$ cat src/rtl/pcud_pkg.sv
// ----------------------------------------------------------------------------
// pcud_pkg
// Shared types and constants of the packed code unpack and dequantize unit.
// ----------------------------------------------------------------------------
package pcud_pkg;

  // stream word and code geometry
  localparam int WORD_BITS   = 16;
  localparam int CODE_BITS   = 16;
  localparam int CARRY_BITS  = WORD_BITS - 1;
  localparam int CCNT_BITS   = 4;
  localparam int ACC_BITS    = WORD_BITS + CARRY_BITS;
  localparam int POS_BITS    = 5;
  localparam int WIDTH_BITS  = 5;

  // fixed point formats
  localparam int MIN_BITS    = 32;
  localparam int QUANT_BITS  = 32;
  localparam int PROD_BITS   = CODE_BITS + QUANT_BITS;
  localparam int VALUE_BITS  = 50;
  localparam int COUNT_BITS  = 24;

  // configuration port
  localparam int CFG_INDEX_BITS = 8;
  localparam int CFG_DATA_BITS  = 32;

  // register indexes
  localparam logic [CFG_INDEX_BITS-1:0] REG_CODE_WIDTH   = 8'd0;
  localparam logic [CFG_INDEX_BITS-1:0] REG_MIN_VALUE    = 8'd1;
  localparam logic [CFG_INDEX_BITS-1:0] REG_QUANTUM      = 8'd2;
  localparam logic [CFG_INDEX_BITS-1:0] REG_SAMPLE_COUNT = 8'd3;

  // register reset values
  localparam logic [WIDTH_BITS-1:0] CODE_WIDTH_RST   = 5'd8;
  localparam logic [MIN_BITS-1:0]   MIN_VALUE_RST    = 32'd0;
  localparam logic [QUANT_BITS-1:0] QUANTUM_RST      = 32'd65536;
  localparam logic [COUNT_BITS-1:0] SAMPLE_COUNT_RST = 24'd0;

  // unpack sequencer states
  typedef enum logic {
    ST_IDLE,
    ST_CUT
  } state_t;

  // one code handed from the unpacker to the dequantizer
  typedef struct packed {
    logic [CODE_BITS-1:0] code;
    logic                 last_of_word;
    logic                 final_sample;
  } pcud_req_t;

  // clear requests raised by configuration writes
  typedef struct packed {
    logic clear_carry;
    logic clear_count;
  } pcud_clr_t;

endpackage

$ cat src/rtl/pcud_word_if.sv
// ----------------------------------------------------------------------------
// pcud_word_if
// Input channel carrying one packed 16-bit stream word per transaction.
// ----------------------------------------------------------------------------
interface pcud_word_if;
  import pcud_pkg::*;

  logic                 valid;
  logic                 ready;
  logic [WORD_BITS-1:0] packed_word;

  modport source (output valid, output packed_word, input ready);
  modport sink   (input valid, input packed_word, output ready);
endinterface

$ cat src/rtl/pcud_result_if.sv
// ----------------------------------------------------------------------------
// pcud_result_if
// Output channel carrying one unpacked and dequantized code per transaction.
// ----------------------------------------------------------------------------
interface pcud_result_if;
  import pcud_pkg::*;

  logic                         valid;
  logic                         ready;
  logic [CODE_BITS-1:0]         code;
  logic signed [VALUE_BITS-1:0] value;
  logic                         last_of_word;
  logic                         final_sample;

  modport source (output valid, output code, output value, output last_of_word,
                  output final_sample, input ready);
  modport sink   (input valid, input code, input value, input last_of_word,
                  input final_sample, output ready);
endinterface

$ cat src/rtl/pcud_cfg_if.sv
// ----------------------------------------------------------------------------
// pcud_cfg_if
// Configuration write channel: register index and write data.
// ----------------------------------------------------------------------------
interface pcud_cfg_if;
  import pcud_pkg::*;

  logic                      valid;
  logic                      ready;
  logic [CFG_INDEX_BITS-1:0] index;
  logic [CFG_DATA_BITS-1:0]  data;

  modport source (output valid, output index, output data, input ready);
  modport sink   (input valid, input index, input data, output ready);
endinterface

$ cat src/rtl/pcud_cut.sv
// ----------------------------------------------------------------------------
// pcud_cut
// Unpack sequencer: holds carry and accumulator, counts emitted samples and cuts
// one code per cycle off the top with a shared shifter while requests are taken.
// ----------------------------------------------------------------------------
module pcud_cut (
  input  logic                            clk,
  input  logic                            rst,
  pcud_word_if.sink                       word_in,
  input  logic [pcud_pkg::WIDTH_BITS-1:0] code_width,
  input  logic [pcud_pkg::COUNT_BITS-1:0] sample_count,
  input  pcud_pkg::pcud_clr_t             clr,
  output logic                            req_valid,
  input  logic                            req_ready,
  output pcud_pkg::pcud_req_t             req
);
  import pcud_pkg::*;

  state_t                state;
  state_t                state_next;
  logic [ACC_BITS-1:0]   acc;
  logic [POS_BITS-1:0]   bits;
  logic [CARRY_BITS-1:0] carry_bits;
  logic [CCNT_BITS-1:0]  carry_count;
  logic [COUNT_BITS-1:0] codes_emitted;

  logic [WIDTH_BITS-1:0] width_eff;
  logic [CODE_BITS:0]    code_mask;
  logic [CARRY_BITS:0]   carry_mask;
  logic                  have_code;
  logic [POS_BITS-1:0]   bits_next;
  logic [ACC_BITS-1:0]   shifted;
  logic [COUNT_BITS-1:0] count_inc;
  logic                  emit;
  logic                  in_fire;
  logic                  req_fire;

  // effective width, zero acts as one, above sixteen acts as sixteen
  always_comb begin
    if (code_width == '0) begin
      width_eff = WIDTH_BITS'(1);
    end else if (code_width > WIDTH_BITS'(CODE_BITS)) begin
      width_eff = WIDTH_BITS'(CODE_BITS);
    end else begin
      width_eff = code_width;
    end
  end

  // shared shifter and code extraction
  always_comb begin
    have_code  = (bits >= width_eff);
    bits_next  = bits - width_eff;
    shifted    = acc >> bits_next;
    code_mask  = ((CODE_BITS+1)'(1) << width_eff) - (CODE_BITS+1)'(1);
    carry_mask = ((CARRY_BITS+1)'(1) << bits[CCNT_BITS-1:0]) - (CARRY_BITS+1)'(1);
    count_inc  = codes_emitted + COUNT_BITS'(1);
    emit       = (codes_emitted < sample_count);
  end

  // next state
  always_comb begin
    state_next = state;
    case (state)
      ST_IDLE: begin
        if (in_fire) begin
          state_next = ST_CUT;
        end
      end
      ST_CUT: begin
        if (!have_code) begin
          state_next = ST_IDLE;
        end
      end
      default: state_next = ST_IDLE;
    endcase
  end

  // handshake outputs
  always_comb begin
    word_in.ready    = (state == ST_IDLE);
    req_valid        = (state == ST_CUT) && have_code && emit;
    req.code         = shifted[CODE_BITS-1:0] & code_mask[CODE_BITS-1:0];
    req.final_sample = (count_inc == sample_count);
    req.last_of_word = (bits_next < width_eff) || req.final_sample;
  end

  assign in_fire  = word_in.valid && word_in.ready;
  assign req_fire = req_valid && req_ready;

  // state and control registers
  always_ff @(posedge clk) begin
    if (rst) begin
      state         <= ST_IDLE;
      carry_bits    <= '0;
      carry_count   <= '0;
      codes_emitted <= '0;
    end else begin
      state <= state_next;
      if ((state == ST_CUT) && !have_code) begin
        carry_bits  <= acc[CARRY_BITS-1:0] & carry_mask[CARRY_BITS-1:0];
        carry_count <= bits[CCNT_BITS-1:0];
      end
      if (req_fire) begin
        codes_emitted <= count_inc;
      end
      if (clr.clear_carry) begin
        carry_bits  <= '0;
        carry_count <= '0;
      end
      if (clr.clear_count) begin
        codes_emitted <= '0;
      end
    end
  end

  // accumulator and bit position
  always_ff @(posedge clk) begin
    if (in_fire) begin
      acc  <= {carry_bits, word_in.packed_word};
      bits <= POS_BITS'(carry_count) + POS_BITS'(WORD_BITS);
    end else if ((state == ST_CUT) && have_code && (!emit || req_ready)) begin
      bits <= bits_next;
    end
  end

endmodule

$ cat src/rtl/pcud_mac.sv
// ----------------------------------------------------------------------------
// pcud_mac
// Dequantizer: registered code times quantum, then min added into the
// output register of the result channel.
// ----------------------------------------------------------------------------
module pcud_mac (
  input  logic                            clk,
  input  logic                            rst,
  input  logic                            req_valid,
  output logic                            req_ready,
  input  pcud_pkg::pcud_req_t             req,
  input  logic [pcud_pkg::MIN_BITS-1:0]   min_value,
  input  logic [pcud_pkg::QUANT_BITS-1:0] quantum,
  pcud_result_if.source                   result_out
);
  import pcud_pkg::*;

  logic                         prod_valid;
  logic [PROD_BITS-1:0]         prod;
  pcud_req_t                    prod_req;
  logic                         out_valid;
  logic [CODE_BITS-1:0]         out_code;
  logic signed [VALUE_BITS-1:0] out_value;
  logic                         out_last;
  logic                         out_final;

  logic                         advance;
  logic signed [VALUE_BITS-1:0] sum;

  // stage movement
  always_comb begin
    advance   = prod_valid && (!out_valid || result_out.ready);
    req_ready = !prod_valid || advance;
    sum       = signed'({{(VALUE_BITS-MIN_BITS){min_value[MIN_BITS-1]}}, min_value})
              + signed'({{(VALUE_BITS-PROD_BITS){1'b0}}, prod});
  end

  // valid flags
  always_ff @(posedge clk) begin
    if (rst) begin
      prod_valid <= 1'b0;
      out_valid  <= 1'b0;
    end else begin
      if (req_valid && req_ready) begin
        prod_valid <= 1'b1;
      end else if (advance) begin
        prod_valid <= 1'b0;
      end
      if (advance) begin
        out_valid <= 1'b1;
      end else if (result_out.ready) begin
        out_valid <= 1'b0;
      end
    end
  end

  // multiply stage
  always_ff @(posedge clk) begin
    if (req_valid && req_ready) begin
      prod     <= PROD_BITS'(req.code) * PROD_BITS'(quantum);
      prod_req <= req;
    end
  end

  // add stage into the output register
  always_ff @(posedge clk) begin
    if (advance) begin
      out_code  <= prod_req.code;
      out_value <= sum;
      out_last  <= prod_req.last_of_word;
      out_final <= prod_req.final_sample;
    end
  end

  assign result_out.valid        = out_valid;
  assign result_out.code         = out_code;
  assign result_out.value        = out_value;
  assign result_out.last_of_word = out_last;
  assign result_out.final_sample = out_final;

endmodule

$ cat src/rtl/packed_code_unpack_dequantize_unit.sv
// ----------------------------------------------------------------------------
// packed_code_unpack_dequantize_unit
// Unpacks MSB-first codes of 1 to 16 bits from 16-bit words and dequantizes
// each one as min_value + code * quantum in signed Q34.16.
//
// word_in takes one packed word per transaction; result_out returns one
// transaction per emitted code, with last_of_word on the final code of the
// word and final_sample on the sample_count-th code. cfg writes code_width,
// min_value, quantum and sample_count (indexes 0 to 3); writes are accepted
// every cycle and are meant for an idle block. Writing code_width restarts
// packing, writing sample_count starts a new run with the counter cleared.
// A word is accepted while idle; the single shifter then cuts one code per
// cycle while each emitted code is taken, then a last step stores the
// leftover bits as carry before the next word is accepted. A cut code is
// registered in the multiply stage, then in the add stage's output register.
// If the receiver stalls, the two result stages fill and the shifter waits.
// Reset returns the registers to 8, 0, 65536 and 0 and clears the carry.
// ----------------------------------------------------------------------------
module packed_code_unpack_dequantize_unit (
  input  logic          clk,
  input  logic          rst,
  pcud_word_if.sink     word_in,
  pcud_result_if.source result_out,
  pcud_cfg_if.sink      cfg
);
  import pcud_pkg::*;

  logic [WIDTH_BITS-1:0] code_width;
  logic [MIN_BITS-1:0]   min_value;
  logic [QUANT_BITS-1:0] quantum;
  logic [COUNT_BITS-1:0] sample_count;
  pcud_clr_t             clr;
  logic                  cfg_fire;
  logic                  req_valid;
  logic                  req_ready;
  pcud_req_t             req;

  assign cfg.ready = 1'b1;
  assign cfg_fire  = cfg.valid && cfg.ready;

  // clear requests from configuration writes, applied at the write edge
  always_comb begin
    clr.clear_carry = cfg_fire &&
                      ((cfg.index == REG_CODE_WIDTH) || (cfg.index == REG_SAMPLE_COUNT));
    clr.clear_count = cfg_fire && (cfg.index == REG_SAMPLE_COUNT);
  end

  // configuration registers
  always_ff @(posedge clk) begin
    if (rst) begin
      code_width   <= CODE_WIDTH_RST;
      min_value    <= MIN_VALUE_RST;
      quantum      <= QUANTUM_RST;
      sample_count <= SAMPLE_COUNT_RST;
    end else if (cfg_fire) begin
      case (cfg.index)
        REG_CODE_WIDTH:   code_width   <= cfg.data[WIDTH_BITS-1:0];
        REG_MIN_VALUE:    min_value    <= cfg.data[MIN_BITS-1:0];
        REG_QUANTUM:      quantum      <= cfg.data[QUANT_BITS-1:0];
        REG_SAMPLE_COUNT: sample_count <= cfg.data[COUNT_BITS-1:0];
        default: ;
      endcase
    end
  end

  // unpack sequencer
  pcud_cut u_cut (
    .clk          (clk),
    .rst          (rst),
    .word_in      (word_in),
    .code_width   (code_width),
    .sample_count (sample_count),
    .clr          (clr),
    .req_valid    (req_valid),
    .req_ready    (req_ready),
    .req          (req)
  );

  // multiply and add stages
  pcud_mac u_mac (
    .clk        (clk),
    .rst        (rst),
    .req_valid  (req_valid),
    .req_ready  (req_ready),
    .req        (req),
    .min_value  (min_value),
    .quantum    (quantum),
    .result_out (result_out)
  );

endmodule

$ cat src/flat_wrapper.sv
// flat-port wrapper written by rule: the top's interface ports become plain ports
module packed_code_unpack_dequantize_unit_flat import pcud_pkg::*;
  (clk, rst, word_in_valid, word_in_packed_word, word_in_ready, result_out_valid, result_out_code, result_out_value, result_out_last_of_word, result_out_final_sample, result_out_ready, cfg_valid, cfg_index, cfg_data, cfg_ready);
  pcud_word_if word_in_i ();
  pcud_result_if result_out_i ();
  pcud_cfg_if cfg_i ();
  input  logic clk;
  input  logic rst;
  input wire logic [$bits(word_in_i.valid)-1:0] word_in_valid;
  input wire logic [$bits(word_in_i.packed_word)-1:0] word_in_packed_word;
  output wire logic [$bits(word_in_i.ready)-1:0] word_in_ready;
  output wire logic [$bits(result_out_i.valid)-1:0] result_out_valid;
  output wire logic [$bits(result_out_i.code)-1:0] result_out_code;
  output wire logic [$bits(result_out_i.value)-1:0] result_out_value;
  output wire logic [$bits(result_out_i.last_of_word)-1:0] result_out_last_of_word;
  output wire logic [$bits(result_out_i.final_sample)-1:0] result_out_final_sample;
  input wire logic [$bits(result_out_i.ready)-1:0] result_out_ready;
  input wire logic [$bits(cfg_i.valid)-1:0] cfg_valid;
  input wire logic [$bits(cfg_i.index)-1:0] cfg_index;
  input wire logic [$bits(cfg_i.data)-1:0] cfg_data;
  output wire logic [$bits(cfg_i.ready)-1:0] cfg_ready;
  assign word_in_i.valid = word_in_valid;
  assign word_in_i.packed_word = word_in_packed_word;
  assign word_in_ready = word_in_i.ready;
  assign result_out_valid = result_out_i.valid;
  assign result_out_code = result_out_i.code;
  assign result_out_value = result_out_i.value;
  assign result_out_last_of_word = result_out_i.last_of_word;
  assign result_out_final_sample = result_out_i.final_sample;
  assign result_out_i.ready = result_out_ready;
  assign cfg_i.valid = cfg_valid;
  assign cfg_i.index = cfg_index;
  assign cfg_i.data = cfg_data;
  assign cfg_ready = cfg_i.ready;
  packed_code_unpack_dequantize_unit u_core (.clk(clk), .rst(rst), .word_in(word_in_i), .result_out(result_out_i), .cfg(cfg_i));
endmodule
$ cat config.mk
export PLATFORM = sky130hd
export DESIGN_NAME = packed_code_unpack_dequantize_unit_flat
export DESIGN_NICKNAME = d
export VERILOG_FILES = /design/src/rtl/pcud_pkg.sv /design/src/rtl/pcud_word_if.sv /design/src/rtl/pcud_result_if.sv /design/src/rtl/pcud_cfg_if.sv /design/src/rtl/pcud_cut.sv /design/src/rtl/pcud_mac.sv /design/src/rtl/packed_code_unpack_dequantize_unit.sv /design/src/flat_wrapper.sv
export SDC_FILE = /design/constraint.sdc
export NUM_CORES = 2
export LEC_CHECK = 0
export ABC_CLOCK_PERIOD_IN_PS = 9850
export BUFFER_PORTS_ARGS = -buffer_cell sky130_fd_sc_hd__buf_4
export CAP_MARGIN = 20
export CORE_UTILIZATION = 37
export DETAILED_ROUTE_END_ITERATION = 12
export PLACE_DENSITY_LB_ADDON = 0.25
export SKIP_LAST_GASP = 1
export SLEW_MARGIN = 10
export SYNTH_ARGS = -nofsm -noshare
export SYNTH_HDL_FRONTEND = slang
export SYNTH_SLANG_ARGS = --single-unit
$ cat constraint.sdc
create_clock -name clk -period 9.85 [get_ports clk]
set_input_delay 0.985 -clock clk [delete_from_list [all_inputs] [get_ports clk]]
set_output_delay 0.985 -clock clk [all_outputs]
set_load 0.05 [all_outputs]
### Word-level counts from Yosys, hierarchy flattened

Index checks and enable logic that the tools add are counted.

| operators by class | value |
|---|---|
| add/sub/neg operators | 6 |
| multipliers | 1 |
| $lt $le $gt $ge | 4 |
| eq/ne operators | 4 |
| shifts and indexed selects | 3 |
| multiplexer cells | 11 |
| bitwise operators | 3 |
| reduce and logical (&&, ||, !) cells | 29 |

Operator list:

| kind | count |
|---|---|
| 32-bit by 49-bit adder with 50-bit output | 1 |
| 16-bit by 32-bit multiplier with 48-bit output | 1 |
| 31-bit by 5-bit >> shifter with 16-bit output | 1 |
| 24-bit by 1-bit adder with 24-bit output, second input constant | 1 |
| 24-bit == test | 1 |
| 24-bit < comparator | 1 |
| 5-bit 2-to-1 mux | 4 |
| 16-bit AND | 1 |
| 8-bit by 2-bit == test with 1-bit output, second input constant | 2 |
| 1-bit by 5-bit left shift with 16-bit output, first input constant | 1 |
| 16-bit by 2-bit subtractor with 16-bit output, second input constant | 1 |
| 15-bit AND | 1 |
| 1-bit by 4-bit left shift with 15-bit output, first input constant | 1 |
| 15-bit by 2-bit subtractor with 15-bit output, second input constant | 1 |
| 1-bit logical AND | 9 |
| 8-bit by 1-bit == test with 1-bit output, second input constant | 1 |
| 8-bit logical NOT | 1 |
| 2-bit AND reduction | 4 |
| 1-bit 2-to-1 mux | 6 |
| 2-bit nonzero test | 3 |
| 4-bit by 5-bit adder with 5-bit output, second input constant | 1 |
| 5-bit >= comparator | 1 |
| 5-bit greater-than comparator, second input constant | 1 |
| 5-bit logical NOT | 1 |
| other kinds (7) | 15 |

| word-level totals | value |
|---|---|
| bits in registers | 309 |
| input port bits | 61 |
| output and inout port bits | 71 |

### Depth between registers and ports, before layout

| logic depth | value |
|---|---|
| word-level depth | 8 |
| gate-level depth with buffers | 40 |
| gate-level depth less buffers | 37 |

### Cells and area by module

From an unflattened synthesis, not the netlist that was laid out.

| second synthesis, totals | value |
|---|---|
| cells, all modules | 3551 |
| area, all modules | 33299.4 µm² |

Modules (own cells, without submodules):

| module | times used | cells each | area each (µm²) | seq. area each (µm²) |
|---|---|---|---|---|
| pcud_mac | 1 | 2441 | 23173.5 | 4063.9 |
| pcud_cut | 1 | 761 | 6349.8 | 1961.9 |
| packed_code_unpack_dequantize_unit | 1 | 349 | 3776.1 | 1861.8 |

### Least setup slack after synthesis

Ideal clock, no wire load.

| timing path | value |
|---|---|
| path kind | reg2reg |
| start point | register u_core.code_width[2] |
| end point | register u_core.u_mac.prod[46] (data pin) |
| arrival | 8.690 ns |
| data required time | 9.585 ns |
| path slack | 0.894 ns |
| stages on the path, launching flop included | 39 |
| path buffers | 4 |
| path through | dfxtp_1 > clkbuf_1 > nor3_1 > nor2_1 > nor2_1 > ha_1 > fa_1 > buf_2 > inv_1 > clkbuf_1 > mux2i_1 > nand2_1 > o21ai_0 > nor2_1 > a311oi_1 > a21oi_1 > nor2_1 > clkbuf_1 > (+3 left out) > fa_1 > inv_1 > fa_1 > inv_1 > fa_1 > fa_1 > inv_1 > fa_1 > inv_1 > ha_1 > nand2_1 > or4b_2 > nor2_1 > a21oi_1 > o41ai_1 > a221oi_1 > o21ai_0 > xor2_1 |

RTL lines:

| what | RTL line | source |
|---|---|---|
| start, declared | packed_code_unpack_dequantize_unit.sv:28 | `logic [WIDTH_BITS-1:0] code_width;` |
| start signal, assigned | packed_code_unpack_dequantize_unit.sv:57 | `REG_CODE_WIDTH: code_width <= cfg.data[WIDTH_BITS-1:0];` |
| end signal, assigned | pcud_mac.sv:60 | `prod <= PROD_BITS'(req.code) * PROD_BITS'(quantum);` |
| end, declared | pcud_mac.sv:19 | `logic [PROD_BITS-1:0] prod;` |

### Worst setup path after layout

| timing path | value |
|---|---|
| start point | register u_core.code_width[1] |
| end point | register u_core.u_mac.prod[47] (data pin) |

| on the way | value |
|---|---|
| cells in the longest elaborated chain, start to end | 7 |
| elaborated cells between the ends (all ways) | 10 |
| those cells by class | 2 x add/sub; 1 x mul; 1 x order compare; 2 x shift; 2 x mux; 1 x bitwise; 1 x reduce/logical |

RTL lines:

| what | RTL line | source |
|---|---|---|
| 5-bit greater-than comparator | pcud_cut.sv:42 | `end else if (code_width > WIDTH_BITS'(CODE_BITS)) begin` |
| 5-bit 2-to-1 mux | pcud_cut.sv:42 |  |
| 5-bit 2-to-1 mux * | pcud_cut.sv:40 | `if (code_width == '0) begin` |
| 5-bit subtractor / 1-bit by 5-bit left shift with 16-bit output (equally long branches) | pcud_cut.sv:52, pcud_cut.sv:54 |  |
| 31-bit by 5-bit >> shifter with 16-bit output / 16-bit by 2-bit subtractor with 16-bit output (equally long branches) | pcud_cut.sv:53, pcud_cut.sv:54 |  |
| 16-bit AND * | pcud_cut.sv:82 | `req.code = shifted[CODE_BITS-1:0] & code_mask[CODE_BITS-1:0];` |
| 16-bit by 32-bit multiplier with 48-bit output * | pcud_mac.sv:60 |  |

Mark *: on every way between the ends. The rest lies on a longest branch, timed or not.
A chain may end at the register's enable or synchronous reset.

==> impl_results.rst <==
.. list-table::
   :header-rows: 1

   * - Metric
     - Value
   * - Critical path capture point type
     - register
   * - F_max
     - 107 MHz
   * - DR vias/cell
     - 5.05
   * - Area growth, synth to finish
     - 11.5%
   * - Fill cell instance count of the final layout
     - 8685
   * - Met3 Routed Length
     - 5110 um
   * - Signal arrival time at the worst endpoint
     - 9630 ps
   * - Combinational family with the most area after synthesis
     - adder cells
   * - Post-synthesis area per instance
     - 8.95 um2
   * - Top_reg_cell synth
     - sky130_fd_sc_hd__edfxtp_1
   * - Slew Viols, Final
     - 0
   * - Cell occurring most often along the worst timing path
     - sky130_fd_sc_hd__fa_1
   * - Max Cap Violations
     - 0
   * - Average detailed-routed wire length per instance
     - 18.1 um
   * - Crit. Startpoint
     - u_core.code_width[1]
   * - Share of async-settable or async-resettable flops after synthesis
     - 0%
   * - Final Util
     - 41.9%
   * - Initial antenna violation count
     - 0
   * - Post-Layout Cell Count
     - 4895
   * - Critical path class
     - reg2reg
   * - Congestion Overflow GR
     - 0
   * - Data required time of the critical path
     - 10160 ps
   * - Global-route usage over all layers
     - 20.1%
   * - Endpoints failing hold
     - 0
   * - Final wirelength
     - 88500 um
   * - Startpoint class of the critical path
     - register
   * - Crit share post-route
     - 94.6%
   * - Number of placed instances, taps included
     - 4818
   * - Post-route met1 wirelength
     - 41900 um
   * - Mux share of post-synthesis cell area
     - 2.85%
   * - FF-to-FF End
     - u_core.u_mac.prod[47]
   * - Worst setup timing slack at the placement stage
     - 231 ps
   * - Leakage power total
     - 16.4 nW
   * - Smallest setup slack after layout
     - 531 ps
   * - Post-DP HPWL
     - 67800 um
   * - Yosys synthesis warning count
     - 0
   * - Total die area
     - 89600 um2
   * - DR iter-0 viols
     - 1504
   * - Placer congestion estimate
     - 0.864
   * - Reg-to-reg setup timing slack
     - 530 ps
   * - # IOs
     - 132
   * - Result of the run
     - finished clean
   * - Worst min-delay path class
     - reg2reg
   * - Pre-antenna DRT Iters
     - 5
   * - Cell count after synthesis
     - 3658
   * - Count of nets left with antenna violations after detail routing
     - 0
   * - Worst skew pair latency
     - 570 ps
   * - Hold buffer count at cts
     - 0
   * - Remaining design rule violation count
     - 0
   * - First-pass GRT wire length
     - 142000 um
   * - Num rows
     - 108
   * - Starting density of the core
     - 37.5%
   * - Highest Signal Layer
     - met4
   * - Sequential cell area fraction in the yosys report
     - 24.1%
   * - TritonCTS clock tree
     - done
   * - Worst Max-Slew Pin Slew
     - 1010 ps
   * - Count of input and output buffers
     - 130
   * - Number of flops mapped to enable cells by yosys
     - 170
   * - Worst Reg2Reg Path Length in Cells
     - 38
   * - Compound-cell area share of the yosys netlist
     - 10.6%
   * - Minimum period implied by the final worst setup slack
     - 9320 ps
   * - Clk sink count
     - 309
   * - Vertical die dimension
     - 299 um
   * - Power per unit of standard cell area
     - 110 nW/um2
   * - Most area-hungry cell type in the Yosys netlist
     - sky130_fd_sc_hd__fa_1
   * - Distinct cell type count after synthesis
     - 90
   * - Vias in the first global route
     - 25223
   * - Worst slew margin relative to its limit
     - 32.4%
   * - Simple-gate area share of the yosys netlist
     - 16.6%
   * - Post-synthesis sequential element count
     - 309
   * - Slowest Stage Delay on Critical Path
     - 540 ps
   * - Cell types with the largest area share after synthesis
     - sky130_fd_sc_hd__fa_1 26%, sky130_fd_sc_hd__edfxtp_1 16%, sky130_fd_sc_hd__dfxtp_1 8.5%
   * - Maximum number of pins on one net before global-route repair
     - 69
   * - H-tree depth
     - 2
   * - Maximum fanout count along the critical path
     - 22
   * - Number of cells traversed by the worst hold path
     - 0
   * - Share of post-route cells with drive strength above 1
     - 9.01%
   * - Area of the mapped netlist
     - 32700 um2
   * - Share of the synthesized area in the top cell type
     - 25.7%
   * - Timing endpoint of the critical path
     - u_core.u_mac.prod[47]
   * - Buffer type at the clock tree root
     - sky130_fd_sc_hd__clkbuf_16
   * - Total number of vias
     - 24716
   * - CP max-delay cell
     - sky130_fd_sc_hd__fa_1
   * - Most used standard cell by instance count after synthesis
     - sky130_fd_sc_hd__nand2_1
   * - Leading post-synthesis cells by instance count
     - 704 x sky130_fd_sc_hd__nand2_1, 573 x sky130_fd_sc_hd__inv_1, 420 x sky130_fd_sc_hd__fa_1
   * - Clk slew on worst S/H paths
     - 60 ps
   * - Worst-case clock buffer depth
     - 3
   * - WL met2
     - 39600 um
   * - Total CTS buffers
     - 39
   * - Horizontal die dimension
     - 299 um
   * - Total of endpoints with negative setup slack in the final report
     - 0
   * - Max rail drop VDD
     - 0.126 mV
   * - Core Area
     - 87200 um2
   * - Total inserted antenna cells
     - 0
   * - Setup clock skew after layout
     - 21.9 ps
   * - Xor and xnor fraction of the mapped netlist area
     - 3.36%
   * - Critical register-to-register path startpoint
     - u_core.code_width[1]
   * - Share of synthesized cell area in full adder, half adder and majority cells
     - 33.6%
   * - Count of nets after finishing
     - 4396
## worst max-delay path: cells and delay by family, from the launching register on
kind | cells | cell delay [ps]
compound gates | 11 | 2550
xor+xnor | 1 | 90
fa+ha+maj | 9 | 3870
buf+inv | 9 | 1080
flops | 1 | 310
mux | 1 | 280
simple gates | 7 | 860
## how the worst min path moves through the flow
stage / start / endpoint / slack, ps
floorplan: u_core.u_mac.prod_req[2] / u_core.u_mac.result_out.code[0] / 400
global placement: u_core.u_mac.prod_req[17] / u_core.u_mac.result_out.code[15] / 400
detailed placement: u_core.u_mac.prod_req[6] / u_core.u_mac.result_out.code[4] / 400
CTS: u_core.u_mac.prod_req[3] / u_core.u_mac.result_out.code[1] / 420
global route: u_core.u_mac.prod_req[6] / u_core.u_mac.result_out.code[4] / 430
finish: u_core.u_mac.prod_req[6] / u_core.u_mac.result_out.code[4] / 420
## what timing repair did
action,CTS,global route
endpoints found under the setup margin,0,16
setup buffers,0,4
resized for setup,0,16
## cell families (layout without fill, tap and decap cells)
family	count (synthesis)	in the layout
AOI/OAI and AO/OA	570	570
xor gates and xnor gates	124	124
adders and majority gates	626	626
buffers and inverters	760	841
DFF	309	309
muxes	78	78
other	1	2
and+or+nand+nor	1190	1190
## cell type report
class | instances | area (um2) | share of cell area (%)
clock buffers | 51 | 1100 | 3.03
clock inverters | 21 | 258 | 0.706
inverters | 575 | 2160 | 5.92
multi-input cells | 2590 | 22100 | 60.6
flip-flops and latches | 309 | 7890 | 21.6
well taps | 1155 | 1450 | 3.96
repair buffers | 194 | 1530 | 4.18
## layer usage
layer  vias to the layer above  GRT usage [%]
li1                      11834              -
met1                     12166           28.9
met2                       609           31.9
met3                       107           2.74
met4                         0           4.96
met5                         -              0
## state kept, by name, indices dropped and copies added, names as in the netlist, 18 cells and up
name and flops:
u_core.u_cut.acc 31, u_core.u_cut.codes_emitted 24, u_core.u_mac.prod_req 18, u_core.u_mac.result_out.value 50
u_core.u_mac.prod 48, u_core.quantum 32, u_core.min_value 32, u_core.sample_count 24
## through the flow
stage	setup TNS (ps)	instance area (um2)	hold WS, ps	total power [mW]
global route	-49.0	36500	434	4.22
floorplan	0	32700	400	2.09
finish	0	36500	418	4.02
global placement	0	35000	401	2.48
detailed placement	0	35000	405	2.49
CTS	0	36300	416	4.04
## power by group
| part | internal (mW) | switching (mW) | total [mW] |
|---|---|---|---|
| Combinational | 0.346 | 0.735 | 1.08 |
| Clock | 0.930 | 0.605 | 1.53 |
| Sequential | 1.39 | 0.0164 | 1.41 |
| Total | 2.67 | 1.36 | 4.02 |
## cell usage in the layout, fill, tap and decap left out, types with 21 or more instances in the layout
master / count
sky130_fd_sc_hd__inv_1: 573
sky130_fd_sc_hd__ha_1: 205
sky130_fd_sc_hd__a21oi_1: 261
sky130_fd_sc_hd__o21ai_0: 91
sky130_fd_sc_hd__mux2i_1: 55
sky130_fd_sc_hd__edfxtp_1: 170
sky130_fd_sc_hd__dfxtp_1: 139
sky130_fd_sc_hd__xor2_1: 47
sky130_fd_sc_hd__and2_1: 172
sky130_fd_sc_hd__buf_4: 185
sky130_fd_sc_hd__fa_1: 420
sky130_fd_sc_hd__or3_1: 22
sky130_fd_sc_hd__a21o_1: 61
sky130_fd_sc_hd__clkbuf_16: 42
sky130_fd_sc_hd__nand2_1: 703
sky130_fd_sc_hd__nor2b_1: 21
sky130_fd_sc_hd__nand3_1: 53
sky130_fd_sc_hd__xnor2_1: 74
sky130_fd_sc_hd__nor2_1: 97
No activity file was read; power rests on OpenSTA's default activity.
